## config.mk

```make
export PLATFORM = sky130hd
export DESIGN_NAME = led_matrix_circle_rasterizer_flat
export DESIGN_NICKNAME = d
export VERILOG_FILES = /design/src/rtl/lmcr_pkg.sv /design/src/rtl/lmcr_if.sv /design/src/rtl/lmcr_map_pipe.sv /design/src/rtl/led_matrix_circle_rasterizer.sv /design/src/flat_wrapper.sv
export SDC_FILE = /design/constraint.sdc
export NUM_CORES = 2
export LEC_CHECK = 0
export ABC_AREA = 1
export BUFFER_PORTS_ARGS = -buffer_cell sky130_fd_sc_hd__clkbuf_2
export CORE_MARGIN = 2
export CORE_UTILIZATION = 53
export DETAILED_ROUTE_END_ITERATION = 6
export HOLD_SLACK_MARGIN = 0.08
export PLACE_DENSITY = 0.74
export SETUP_SLACK_MARGIN = 0.4
export SYNTH_ARGS = -nofsm -noshare
export SYNTH_HDL_FRONTEND = slang
export SYNTH_HIERARCHICAL = 1
export SYNTH_SLANG_ARGS = --single-unit
```

## constraint.sdc

```tcl
create_clock -name clock -period 17.6 [get_ports clock]
set_clock_uncertainty 0.1 [all_clocks]
set_input_delay 1.76 -clock clock [delete_from_list [all_inputs] [get_ports clock]]
set_output_delay 1.76 -clock clock [all_outputs]
set_load 0.02 [all_outputs]
```

## src/rtl/lmcr_pkg.sv

```systemverilog
`timescale 1ns / 1ps
// ----------------------------------------------------------------------------
// lmcr_pkg
// Shared types and constants of the LED matrix circle rasterizer.
// ----------------------------------------------------------------------------
package lmcr_pkg;

   localparam int DEF_MAX_RADIUS = 63;
   localparam int DEF_MAX_SIDE   = 64;
   localparam int DEF_COORD_BITS = 10;
   localparam int STEP_LIMIT     = 46;
   localparam int NUM_PTS        = 8;

   localparam int SIDE_W   = 7;
   localparam int INDEX_W  = 13;
   localparam int RADIUS_W = 6;
   localparam int COLOR_W  = 24;
   localparam int CSR_IDX_W = 3;

   typedef enum logic [CSR_IDX_W-1:0] {
      REG_MATRIX_WIDTH  = 3'd0,
      REG_MATRIX_HEIGHT = 3'd1,
      REG_HIDDEN_INDEX  = 3'd2,
      REG_SWAP_AXES     = 3'd3,
      REG_SERPENTINE    = 3'd4,
      REG_MIRROR_WIDTH  = 3'd5,
      REG_FLIP_HEIGHT   = 3'd6
   } csr_reg_type;

   typedef struct packed {
      logic [SIDE_W-1:0]  width;
      logic [SIDE_W-1:0]  height;
      logic [INDEX_W-1:0] hidden;
      logic               swap;
      logic               serp;
      logic               mirror;
      logic               flip;
   } cfg_type;

endpackage

```

## src/rtl/lmcr_if.sv

```systemverilog
`timescale 1ns / 1ps
// ----------------------------------------------------------------------------
// lmcr channel interfaces
// Valid/ready channels for requests, results and register writes.
// ----------------------------------------------------------------------------
interface lmcr_req_if #(parameter int COORD_BITS = 10);
   logic                         valid;
   logic                         ready;
   logic signed [COORD_BITS-1:0] center_x;
   logic signed [COORD_BITS-1:0] center_y;
   logic [5:0]                   radius;
   logic [23:0]                  color;
   modport source (output valid, center_x, center_y, radius, color, input ready);
   modport sink (input valid, center_x, center_y, radius, color, output ready);
endinterface

interface lmcr_rsp_if;
   logic        valid;
   logic        ready;
   logic [12:0] pixel_index_0;
   logic [12:0] pixel_index_1;
   logic [12:0] pixel_index_2;
   logic [12:0] pixel_index_3;
   logic [12:0] pixel_index_4;
   logic [12:0] pixel_index_5;
   logic [12:0] pixel_index_6;
   logic [12:0] pixel_index_7;
   logic [23:0] pixel_color;
   logic        last_step;
   modport source (output valid, pixel_index_0, pixel_index_1, pixel_index_2,
      pixel_index_3, pixel_index_4, pixel_index_5, pixel_index_6, pixel_index_7,
      pixel_color, last_step, input ready);
   modport sink (input valid, pixel_index_0, pixel_index_1, pixel_index_2,
      pixel_index_3, pixel_index_4, pixel_index_5, pixel_index_6, pixel_index_7,
      pixel_color, last_step, output ready);
endinterface

interface lmcr_csr_if;
   logic        valid;
   logic        ready;
   logic [2:0]  index;
   logic [12:0] data;
   modport source (output valid, index, data, input ready);
   modport sink (input valid, index, data, output ready);
endinterface

```

## src/rtl/lmcr_map_pipe.sv

```systemverilog
`timescale 1ns / 1ps
// ----------------------------------------------------------------------------
// lmcr_map_pipe
// Three-stage pipeline that maps the eight octant points of one step to
// strip indices: bounds and mirroring, then the column multiply, then the
// final index with serpentine order and the hidden index.
// ----------------------------------------------------------------------------
module lmcr_map_pipe #(
   parameter int COORD_BITS = lmcr_pkg::DEF_COORD_BITS,
   parameter int MAX_SIDE   = lmcr_pkg::DEF_MAX_SIDE
) (
   input  logic                                   clock,
   input  logic                                   reset,
   input  lmcr_pkg::cfg_type                      cfg,
   input  logic                                   in_valid,
   output logic                                   in_ready,
   input  logic signed [COORD_BITS:0]             in_px [8],
   input  logic signed [COORD_BITS:0]             in_py [8],
   input  logic [lmcr_pkg::COLOR_W-1:0]           in_color,
   input  logic                                   in_last,
   output logic                                   out_valid,
   input  logic                                   out_ready,
   output logic [lmcr_pkg::INDEX_W-1:0]           out_idx [8],
   output logic [lmcr_pkg::COLOR_W-1:0]           out_color,
   output logic                                   out_last
);
   import lmcr_pkg::*;

   localparam int SW = $clog2(MAX_SIDE + 1);
   localparam int CW = COORD_BITS + 1;
   localparam int PW = 2 * SW;

   logic [SW-1:0] w_eff, h_eff, len_eff;
   logic          adv1, adv2, adv3;

   logic [2:0]          v_ff, v_in;
   logic                s1_out_ff [8];
   logic [SW-1:0]       s1_x_ff [8], s1_y_ff [8];
   logic [COLOR_W-1:0]  s1_col_ff, s2_col_ff;
   logic                s1_last_ff, s2_last_ff;
   logic                s2_out_ff [8];
   logic [PW-1:0]       s2_base_ff [8];
   logic [SW-1:0]       s2_y_ff [8];
   logic                s2_odd_ff [8];
   logic [INDEX_W-1:0]  s3_idx_ff [8];
   logic [COLOR_W-1:0]  s3_col_ff;
   logic                s3_last_ff;

   assign w_eff = (int'(cfg.width) > MAX_SIDE) ? SW'(MAX_SIDE) : SW'(cfg.width);
   assign h_eff = (int'(cfg.height) > MAX_SIDE) ? SW'(MAX_SIDE) : SW'(cfg.height);
   assign len_eff = cfg.swap ? w_eff : h_eff;

   assign adv3 = !v_ff[2] || out_ready;
   assign adv2 = !v_ff[1] || adv3;
   assign adv1 = !v_ff[0] || adv2;
   assign in_ready = adv1;

   always_comb begin
      v_in = v_ff;
      if (adv1) begin
         v_in[0] = in_valid;
      end
      if (adv2) begin
         v_in[1] = v_ff[0];
      end
      if (adv3) begin
         v_in[2] = v_ff[1];
      end
   end

   always_ff @(posedge clock) begin
      if (reset) begin
         v_ff <= '0;
      end else begin
         v_ff <= v_in;
      end
   end

   always_ff @(posedge clock) begin
      if (adv1) begin
         s1_col_ff  <= in_color;
         s1_last_ff <= in_last;
         for (int i = 0; i < 8; i++) begin
            logic [SW-1:0] xs, ys, xm, ym;
            xs = in_px[i][SW-1:0];
            ys = in_py[i][SW-1:0];
            xm = cfg.mirror ? SW'(w_eff - SW'(1) - xs) : xs;
            ym = cfg.flip ? SW'(h_eff - SW'(1) - ys) : ys;
            s1_out_ff[i] <= in_px[i] < 0 || in_py[i] < 0
               || in_px[i] >= $signed({{(CW-SW){1'b0}}, w_eff})
               || in_py[i] >= $signed({{(CW-SW){1'b0}}, h_eff});
            s1_x_ff[i] <= cfg.swap ? ym : xm;
            s1_y_ff[i] <= cfg.swap ? xm : ym;
         end
      end
   end

   always_ff @(posedge clock) begin
      if (adv2) begin
         s2_col_ff  <= s1_col_ff;
         s2_last_ff <= s1_last_ff;
         for (int i = 0; i < 8; i++) begin
            s2_out_ff[i]  <= s1_out_ff[i];
            s2_base_ff[i] <= PW'(s1_x_ff[i]) * PW'(len_eff);
            s2_y_ff[i]    <= s1_y_ff[i];
            s2_odd_ff[i]  <= cfg.serp && s1_x_ff[i][0];
         end
      end
   end

   always_ff @(posedge clock) begin
      if (adv3) begin
         s3_col_ff  <= s2_col_ff;
         s3_last_ff <= s2_last_ff;
         for (int i = 0; i < 8; i++) begin
            logic [PW-1:0] sum;
            sum = s2_odd_ff[i]
               ? PW'(s2_base_ff[i] + PW'(len_eff) - PW'(1) - PW'(s2_y_ff[i]))
               : PW'(s2_base_ff[i] + PW'(s2_y_ff[i]));
            s3_idx_ff[i] <= s2_out_ff[i] ? cfg.hidden : INDEX_W'(sum);
         end
      end
   end

   assign out_valid = v_ff[2];
   assign out_idx   = s3_idx_ff;
   assign out_color = s3_col_ff;
   assign out_last  = s3_last_ff;

endmodule

```

## src/rtl/led_matrix_circle_rasterizer.sv

```systemverilog
`timescale 1ns / 1ps
// ----------------------------------------------------------------------------
// led_matrix_circle_rasterizer
// Midpoint circle rasterizer that maps each octant point to an LED index.
// ----------------------------------------------------------------------------
// One request item yields one result item per midpoint step, at one step a
// cycle when not stalled, about radius/sqrt(2)+1 items and at most 46; radius
// zero yields one. The step generator holds one circle at a time, so a request
// is taken once the previous circle's last step enters the mapping pipeline.
// Registers are to be written only while idle; the block does not enforce it.
// ----------------------------------------------------------------------------
module led_matrix_circle_rasterizer #(
   parameter int MAX_RADIUS = lmcr_pkg::DEF_MAX_RADIUS,
   parameter int MAX_SIDE   = lmcr_pkg::DEF_MAX_SIDE,
   parameter int COORD_BITS = lmcr_pkg::DEF_COORD_BITS
) (
   input logic       clock,
   input logic       reset,
   lmcr_req_if.sink  req,
   lmcr_rsp_if.source rsp,
   lmcr_csr_if.sink  csr
);
   import lmcr_pkg::*;

   localparam int AW = $clog2(MAX_RADIUS + 1);
   localparam int EW = AW + 4;
   localparam int CW = COORD_BITS + 1;
   localparam int NW = $clog2(STEP_LIMIT + 1);

   cfg_type cfg_ff, cfg_in;

   logic                         active_ff;
   logic [AW-1:0]                a_ff, b_ff;
   logic signed [EW-1:0]         err_ff;
   logic [NW-1:0]                n_ff;
   logic signed [COORD_BITS-1:0] cx_ff, cy_ff;
   logic [COLOR_W-1:0]           col_ff;

   logic                 pipe_ready, step_last, take;
   logic [AW-1:0]        r_sat, a_nx, b_nx;
   logic signed [EW-1:0] err_nx;
   logic signed [CW-1:0] px [8], py [8];
   logic signed [CW-1:0] sa, sb, scx, scy;
   logic [INDEX_W-1:0]   idx [8];

   assign csr.ready = 1'b1;

   always_comb begin
      cfg_in = cfg_ff;
      if (csr.valid) begin
         case (csr.index)
            REG_MATRIX_WIDTH:  cfg_in.width  = csr.data[SIDE_W-1:0];
            REG_MATRIX_HEIGHT: cfg_in.height = csr.data[SIDE_W-1:0];
            REG_HIDDEN_INDEX:  cfg_in.hidden = csr.data;
            REG_SWAP_AXES:     cfg_in.swap   = csr.data[0];
            REG_SERPENTINE:    cfg_in.serp   = csr.data[0];
            REG_MIRROR_WIDTH:  cfg_in.mirror = csr.data[0];
            REG_FLIP_HEIGHT:   cfg_in.flip   = csr.data[0];
            default: ;
         endcase
      end
   end

   always_ff @(posedge clock) begin
      if (reset) begin
         cfg_ff <= '{width: SIDE_W'(16), height: SIDE_W'(16), hidden: INDEX_W'(256),
            swap: 1'b0, serp: 1'b0, mirror: 1'b0, flip: 1'b1};
      end else begin
         cfg_ff <= cfg_in;
      end
   end

   assign r_sat = (int'(req.radius) > MAX_RADIUS) ? AW'(MAX_RADIUS) : AW'(req.radius);
   assign req.ready = !active_ff;
   assign take = req.valid && !active_ff;

   assign b_nx = AW'(b_ff + AW'(1));
   always_comb begin
      if (err_ff < 0) begin
         a_nx   = a_ff;
         err_nx = EW'(err_ff + $signed({2'b00, b_nx, 1'b1}));
      end else begin
         a_nx   = AW'(a_ff - AW'(1));
         err_nx = EW'(err_ff + $signed({1'b0, b_nx, 1'b0})
            - $signed({1'b0, a_nx, 1'b0}) + EW'(2));
      end
   end
   assign step_last = (a_ff == AW'(0)) || !($signed({1'b0, a_nx}) >= $signed({1'b0, b_nx}))
      || (n_ff == NW'(STEP_LIMIT - 1));

   always_ff @(posedge clock) begin
      if (reset) begin
         active_ff <= 1'b0;
      end else if (take) begin
         active_ff <= 1'b1;
      end else if (active_ff && pipe_ready && step_last) begin
         active_ff <= 1'b0;
      end
   end

   always_ff @(posedge clock) begin
      if (take) begin
         a_ff   <= r_sat;
         b_ff   <= '0;
         err_ff <= EW'(1) - EW'(r_sat);
         n_ff   <= '0;
         cx_ff  <= req.center_x;
         cy_ff  <= req.center_y;
         col_ff <= req.color;
      end else if (active_ff && pipe_ready) begin
         a_ff   <= a_nx;
         b_ff   <= b_nx;
         err_ff <= err_nx;
         n_ff   <= NW'(n_ff + NW'(1));
      end
   end

   assign sa  = CW'(a_ff);
   assign sb  = CW'(b_ff);
   assign scx = CW'(cx_ff);
   assign scy = CW'(cy_ff);
   assign px[0] = scx + sa;  assign py[0] = scy + sb;
   assign px[1] = scx + sb;  assign py[1] = scy + sa;
   assign px[2] = scx - sa;  assign py[2] = scy + sb;
   assign px[3] = scx - sb;  assign py[3] = scy + sa;
   assign px[4] = scx - sa;  assign py[4] = scy - sb;
   assign px[5] = scx - sb;  assign py[5] = scy - sa;
   assign px[6] = scx + sa;  assign py[6] = scy - sb;
   assign px[7] = scx + sb;  assign py[7] = scy - sa;

   lmcr_map_pipe #(
      .COORD_BITS (COORD_BITS),
      .MAX_SIDE   (MAX_SIDE)
   ) u_map (
      .clock     (clock),
      .reset     (reset),
      .cfg       (cfg_ff),
      .in_valid  (active_ff),
      .in_ready  (pipe_ready),
      .in_px     (px),
      .in_py     (py),
      .in_color  (col_ff),
      .in_last   (step_last),
      .out_valid (rsp.valid),
      .out_ready (rsp.ready),
      .out_idx   (idx),
      .out_color (rsp.pixel_color),
      .out_last  (rsp.last_step)
   );

   assign rsp.pixel_index_0 = idx[0];
   assign rsp.pixel_index_1 = idx[1];
   assign rsp.pixel_index_2 = idx[2];
   assign rsp.pixel_index_3 = idx[3];
   assign rsp.pixel_index_4 = idx[4];
   assign rsp.pixel_index_5 = idx[5];
   assign rsp.pixel_index_6 = idx[6];
   assign rsp.pixel_index_7 = idx[7];

endmodule

```

## src/flat_wrapper.sv

```systemverilog
// flat-port wrapper written by rule: the top's interface ports become plain ports
module led_matrix_circle_rasterizer_flat import lmcr_pkg::*;
#(
   parameter int MAX_RADIUS = lmcr_pkg::DEF_MAX_RADIUS,
   parameter int MAX_SIDE   = lmcr_pkg::DEF_MAX_SIDE,
   parameter int COORD_BITS = lmcr_pkg::DEF_COORD_BITS
)
  (clock, reset, req_valid, req_center_x, req_center_y, req_radius, req_color, req_ready, rsp_valid, rsp_pixel_index_0, rsp_pixel_index_1, rsp_pixel_index_2, rsp_pixel_index_3, rsp_pixel_index_4, rsp_pixel_index_5, rsp_pixel_index_6, rsp_pixel_index_7, rsp_pixel_color, rsp_last_step, rsp_ready, csr_valid, csr_index, csr_data, csr_ready);
  lmcr_req_if #(.COORD_BITS(COORD_BITS)) req_i ();
  lmcr_rsp_if rsp_i ();
  lmcr_csr_if csr_i ();
  input logic clock;
  input logic reset;
  input wire logic [$bits(req_i.valid)-1:0] req_valid;
  input wire logic [$bits(req_i.center_x)-1:0] req_center_x;
  input wire logic [$bits(req_i.center_y)-1:0] req_center_y;
  input wire logic [$bits(req_i.radius)-1:0] req_radius;
  input wire logic [$bits(req_i.color)-1:0] req_color;
  output wire logic [$bits(req_i.ready)-1:0] req_ready;
  output wire logic [$bits(rsp_i.valid)-1:0] rsp_valid;
  output wire logic [$bits(rsp_i.pixel_index_0)-1:0] rsp_pixel_index_0;
  output wire logic [$bits(rsp_i.pixel_index_1)-1:0] rsp_pixel_index_1;
  output wire logic [$bits(rsp_i.pixel_index_2)-1:0] rsp_pixel_index_2;
  output wire logic [$bits(rsp_i.pixel_index_3)-1:0] rsp_pixel_index_3;
  output wire logic [$bits(rsp_i.pixel_index_4)-1:0] rsp_pixel_index_4;
  output wire logic [$bits(rsp_i.pixel_index_5)-1:0] rsp_pixel_index_5;
  output wire logic [$bits(rsp_i.pixel_index_6)-1:0] rsp_pixel_index_6;
  output wire logic [$bits(rsp_i.pixel_index_7)-1:0] rsp_pixel_index_7;
  output wire logic [$bits(rsp_i.pixel_color)-1:0] rsp_pixel_color;
  output wire logic [$bits(rsp_i.last_step)-1:0] rsp_last_step;
  input wire logic [$bits(rsp_i.ready)-1:0] rsp_ready;
  input wire logic [$bits(csr_i.valid)-1:0] csr_valid;
  input wire logic [$bits(csr_i.index)-1:0] csr_index;
  input wire logic [$bits(csr_i.data)-1:0] csr_data;
  output wire logic [$bits(csr_i.ready)-1:0] csr_ready;
  assign req_i.valid = req_valid;
  assign req_i.center_x = req_center_x;
  assign req_i.center_y = req_center_y;
  assign req_i.radius = req_radius;
  assign req_i.color = req_color;
  assign req_ready = req_i.ready;
  assign rsp_valid = rsp_i.valid;
  assign rsp_pixel_index_0 = rsp_i.pixel_index_0;
  assign rsp_pixel_index_1 = rsp_i.pixel_index_1;
  assign rsp_pixel_index_2 = rsp_i.pixel_index_2;
  assign rsp_pixel_index_3 = rsp_i.pixel_index_3;
  assign rsp_pixel_index_4 = rsp_i.pixel_index_4;
  assign rsp_pixel_index_5 = rsp_i.pixel_index_5;
  assign rsp_pixel_index_6 = rsp_i.pixel_index_6;
  assign rsp_pixel_index_7 = rsp_i.pixel_index_7;
  assign rsp_pixel_color = rsp_i.pixel_color;
  assign rsp_last_step = rsp_i.last_step;
  assign rsp_i.ready = rsp_ready;
  assign csr_i.valid = csr_valid;
  assign csr_i.index = csr_index;
  assign csr_i.data = csr_data;
  assign csr_ready = csr_i.ready;
  led_matrix_circle_rasterizer #(.MAX_RADIUS(MAX_RADIUS), .MAX_SIDE(MAX_SIDE), .COORD_BITS(COORD_BITS)) u_core (.clock(clock), .reset(reset), .req(req_i), .rsp(rsp_i), .csr(csr_i));
endmodule
```

==> out/qor.yml <==
floorplan:
  fp.dieArea_um2: 111000
  core_um2: 107000
  initial_core_util_pct: 53.5
  die_h_um: 333
  ioPinCount: 203
  die_width_um: 333
  row_count: 120
cts:
  clockRootBuffer: "clkbuf_16"
  clkLatencyLatePin_ps: 670
  ctsResizeCount: 0
  hold_buffers: 0
  postCtsSetupBuffers: 0
  htreeDepth: 3
  cts_tree: "done"
  cts_sinks: 582
  clockBufferDepth: 3
  cts-buffers-inserted: 70
  clkTransAtPathRegs_ps: 60
setup_path:
  cp-end-kind: "flip-flop"
  max_stage_delay_ps: 860
  crit_required_ps: 17920
  cp_slowest_cell: "clkinv_2"
  path_delay_family: "adder cells"
  critical_path.max_fanout: 59
  critPathKind: "reg -> reg"
  worst-path-buf-inv: 7
  path_cells: "clkinv_2, nand2_1, nand2_2, buf_4, inv_2, nor2_1, fa_1, inv_1, fa_1, inv_1, fa_1, inv_1, fa_1, inv_1, ha_1, nand2_1, o21ai_0, a21oi_1, nor2_1, nor2_1, xor2_1"
  start_kind: "flip-flop"
  cp.arrival_ps: 7310
sta:
  max_freq_mhz: 143
  rsz0062_at_grt: "false"
  post-route-min-period_ps: 6980
  slew_violations: 0
  setup_viol: 0
  setup_tns_ps: 0
  hold_violations: 0
  fin_crit_sh_pct: 39.7
  layout_setup_ws_ps: 10620
  worst_slew_pin_slew_ps: 1250
  relSlewSlack_pct: 16.5
drt:
  drt_iter0_drc: 4509
  viasPerCell: 5.59
  first_pass_iters: 6
  drcViolationCount: 0
  post_drt_wl_per_cell_um: 18.6
  vias: 49728
  final_antenna_net_count: 0
  drt-total-wl_mm: 165
flow_run:
  drv_cap: 0
yosys:
  ys_seq_area_share_pct: 29.7
  avgSynthCellArea_um2: 7.90
  synth_edf_count: 535
  synth_cell_types: 64
  netlist_area_um2: 57300
  yosysWarnings: 6
  synth-seq-cells: 582
  synth_cells: 7252
  ys.flop_type: "edfxtp_1"
  ys_async_sr_fraction_pct: 0
  synthesis.nets: 8313
placed_design:
  port-buffer-count: 201
  hpwl_mm: 123
  place_ws_ps: 10640
  place_congestion: 0.951
  dpl.cell_count: 8752
global_routing:
  grt_pass1_vias: 47200
  grtUsageTotal_pct: 29.5
  antenna_found_initial: 8
  gr-total-overflow: 0
  grt_pass1_wl_mm: 257
  grt_max_degree: 100
layout:
  layoutNonFillerInstCount: 8890
  drive_above_1_share_pct: 6.51
  fin_nets: 8482
  final_common_cell: "nand2_1"
  synthToLayoutAreaGrowth_pct: 8.18
  final_cell_mix: "1863 x nand2_1, 1146 x inv_1, 704 x ha_1, 595 x nor2_1, 554 x nand3_1"
power:
  ir_drop_mv: 0.114
  p_leak_nw: 32.4
  power_density_nw_per_um2: 182
  power_mw: 11.3
status:
  status: "finished clean"
min_path:
  hold_path.class: "reg -> reg"
==> cell usage after synthesis (9+ instances only) <==
master	count	share of area (%)
buf_4	12	0.16
nor3b_1	9	0.12
mux2i_1	16	0.28
nor3_1	32	0.28
a22oi_1	9	0.12
clkbuf_1	69	0.45
o21ai_0	293	2.6
o211ai_1	35	0.46
fa_1	286	10
o21ai_1	9	0.079
xnor2_1	69	1.1
nand2_1	1869	12
inv_2	17	0.11
dfxtp_1	47	1.6
a31oi_1	36	0.39
a21o_1	24	0.31
edfxtp_1	535	28
buf_2	42	0.37
buf_6	10	0.20
nand4_1	121	1.3
or2_2	29	0.32
ha_1	704	15
xor2_1	163	2.5
o21a_1	14	0.18
o21bai_1	18	0.24
buf_1	15	0.098
nor4_1	17	0.19
a21oi_1	327	2.9
nand3b_1	29	0.38
nand3_1	554	4.8
clkinv_1	10	0.065
nor2_2	20	0.22
inv_1	1147	7.5
nor2_1	595	3.9
==> layout make-up <==
type / count / area, µm²
tap: 1403 / 1760
antenna: 8 / 20.0
clock inverter: 47 / 468
fill: 9757 / 45200
clock buffer: 83 / 1810
sequential: 582 / 17000
multi-input combinational: 5340 / 35100
inverter: 1176 / 4430
timing repair buffer: 251 / 1380
==> worst register-to-register path: stages (launching register included) <==
cell and delay, ps:
dfxtp_4 750, clkinv_2 870, nand2_1 310, nand2_2 60, buf_4 370, inv_2 810
nor2_1 150, fa_1 570, inv_1 50, fa_1 530, inv_1 50, fa_1 470
inv_1 50, fa_1 470, inv_1 40, ha_1 320, nand2_1 80, o21ai_0 300
a21oi_1 120, nor2_1 100, nor2_1 50, xor2_1 140
==> layer usage <==
metal	track usage, %	vias up	part of all wire (%)
li1	-	24020	-
met1	39.6	23390	43
met2	47.4	1949	45
met3	4.26	369	7.4
met4	13.3	0	4.9
met5	0	-	0
==> registers in the layout (all words and copies together), names as in the netlist, 10 cells and up <==
signal,cells
u_core/u_map/s2_y_ff,56
u_core/u_map/s1_col_ff,24
u_core/cx_ff,10
u_core/err_ff,10
u_core/u_map/out_color,24
u_core/cy_ff,10
u_core/u_map/s1_y_ff,56
u_core/u_map/s2_base_ff,104
u_core/u_map/out_idx,104
u_core/u_map/s2_col_ff,24
u_core/col_ff,24
u_core/cfg_ff,31
u_core/u_map/s1_x_ff,56
==> stage by stage <==
step | util (%) | instance area [µm²] | hold slack [ps]
after detailed placement | 55.7 | 59700 | 305
after CTS | 57.8 | 62000 | 297
after global routing | 57.8 | 62000 | 299
after global placement | 55.7 | 59700 | 301
after floorplan | - | 57300 | 300
final | 57.8 | 62000 | 293
==> where the power goes <==
group | switching (mW) | leakage (nW) | internal, mW | total, mW
clock network | 0.628 | 1.10 | 0.812 | 1.44
registers | 0.370 | 6.19 | 2.07 | 2.44
logic | 4.78 | 25.2 | 2.63 | 7.41
==> cell families after synthesis <==
| logic type | synth area share, % |
|---|---|
| AND/OR/NAND/NOR | 24.1 |
| buffers and inverters | 9.13 |
| adder cells (fa/ha/maj) | 25.4 |
| AO/OA/AOI/OAI | 7.86 |
| flip-flops | 29.7 |
| XOR/XNOR | 3.57 |
| multiplexers | 0.279 |
| other | 0.00654 |
==> worst paths after layout <==
path | from | end | slack [ps] | depth (start not counted)
worst max-delay path | u_core/cfg_ff[3] | u_core/u_map/s2_base_ff[1][38] | 10620 | 21
worst min-delay path | u_core/u_map/s1_y_ff[0][24] | u_core/u_map/s2_y_ff[0][24] | 290 | 0
worst max register to register | u_core/cfg_ff[3] | u_core/u_map/s2_base_ff[1][38] | 10620 | 21
worst min register to register | u_core/u_map/s1_y_ff[0][24] | u_core/u_map/s2_y_ff[0][24] | 290 | 0
(Power assumes the default switching activity.)
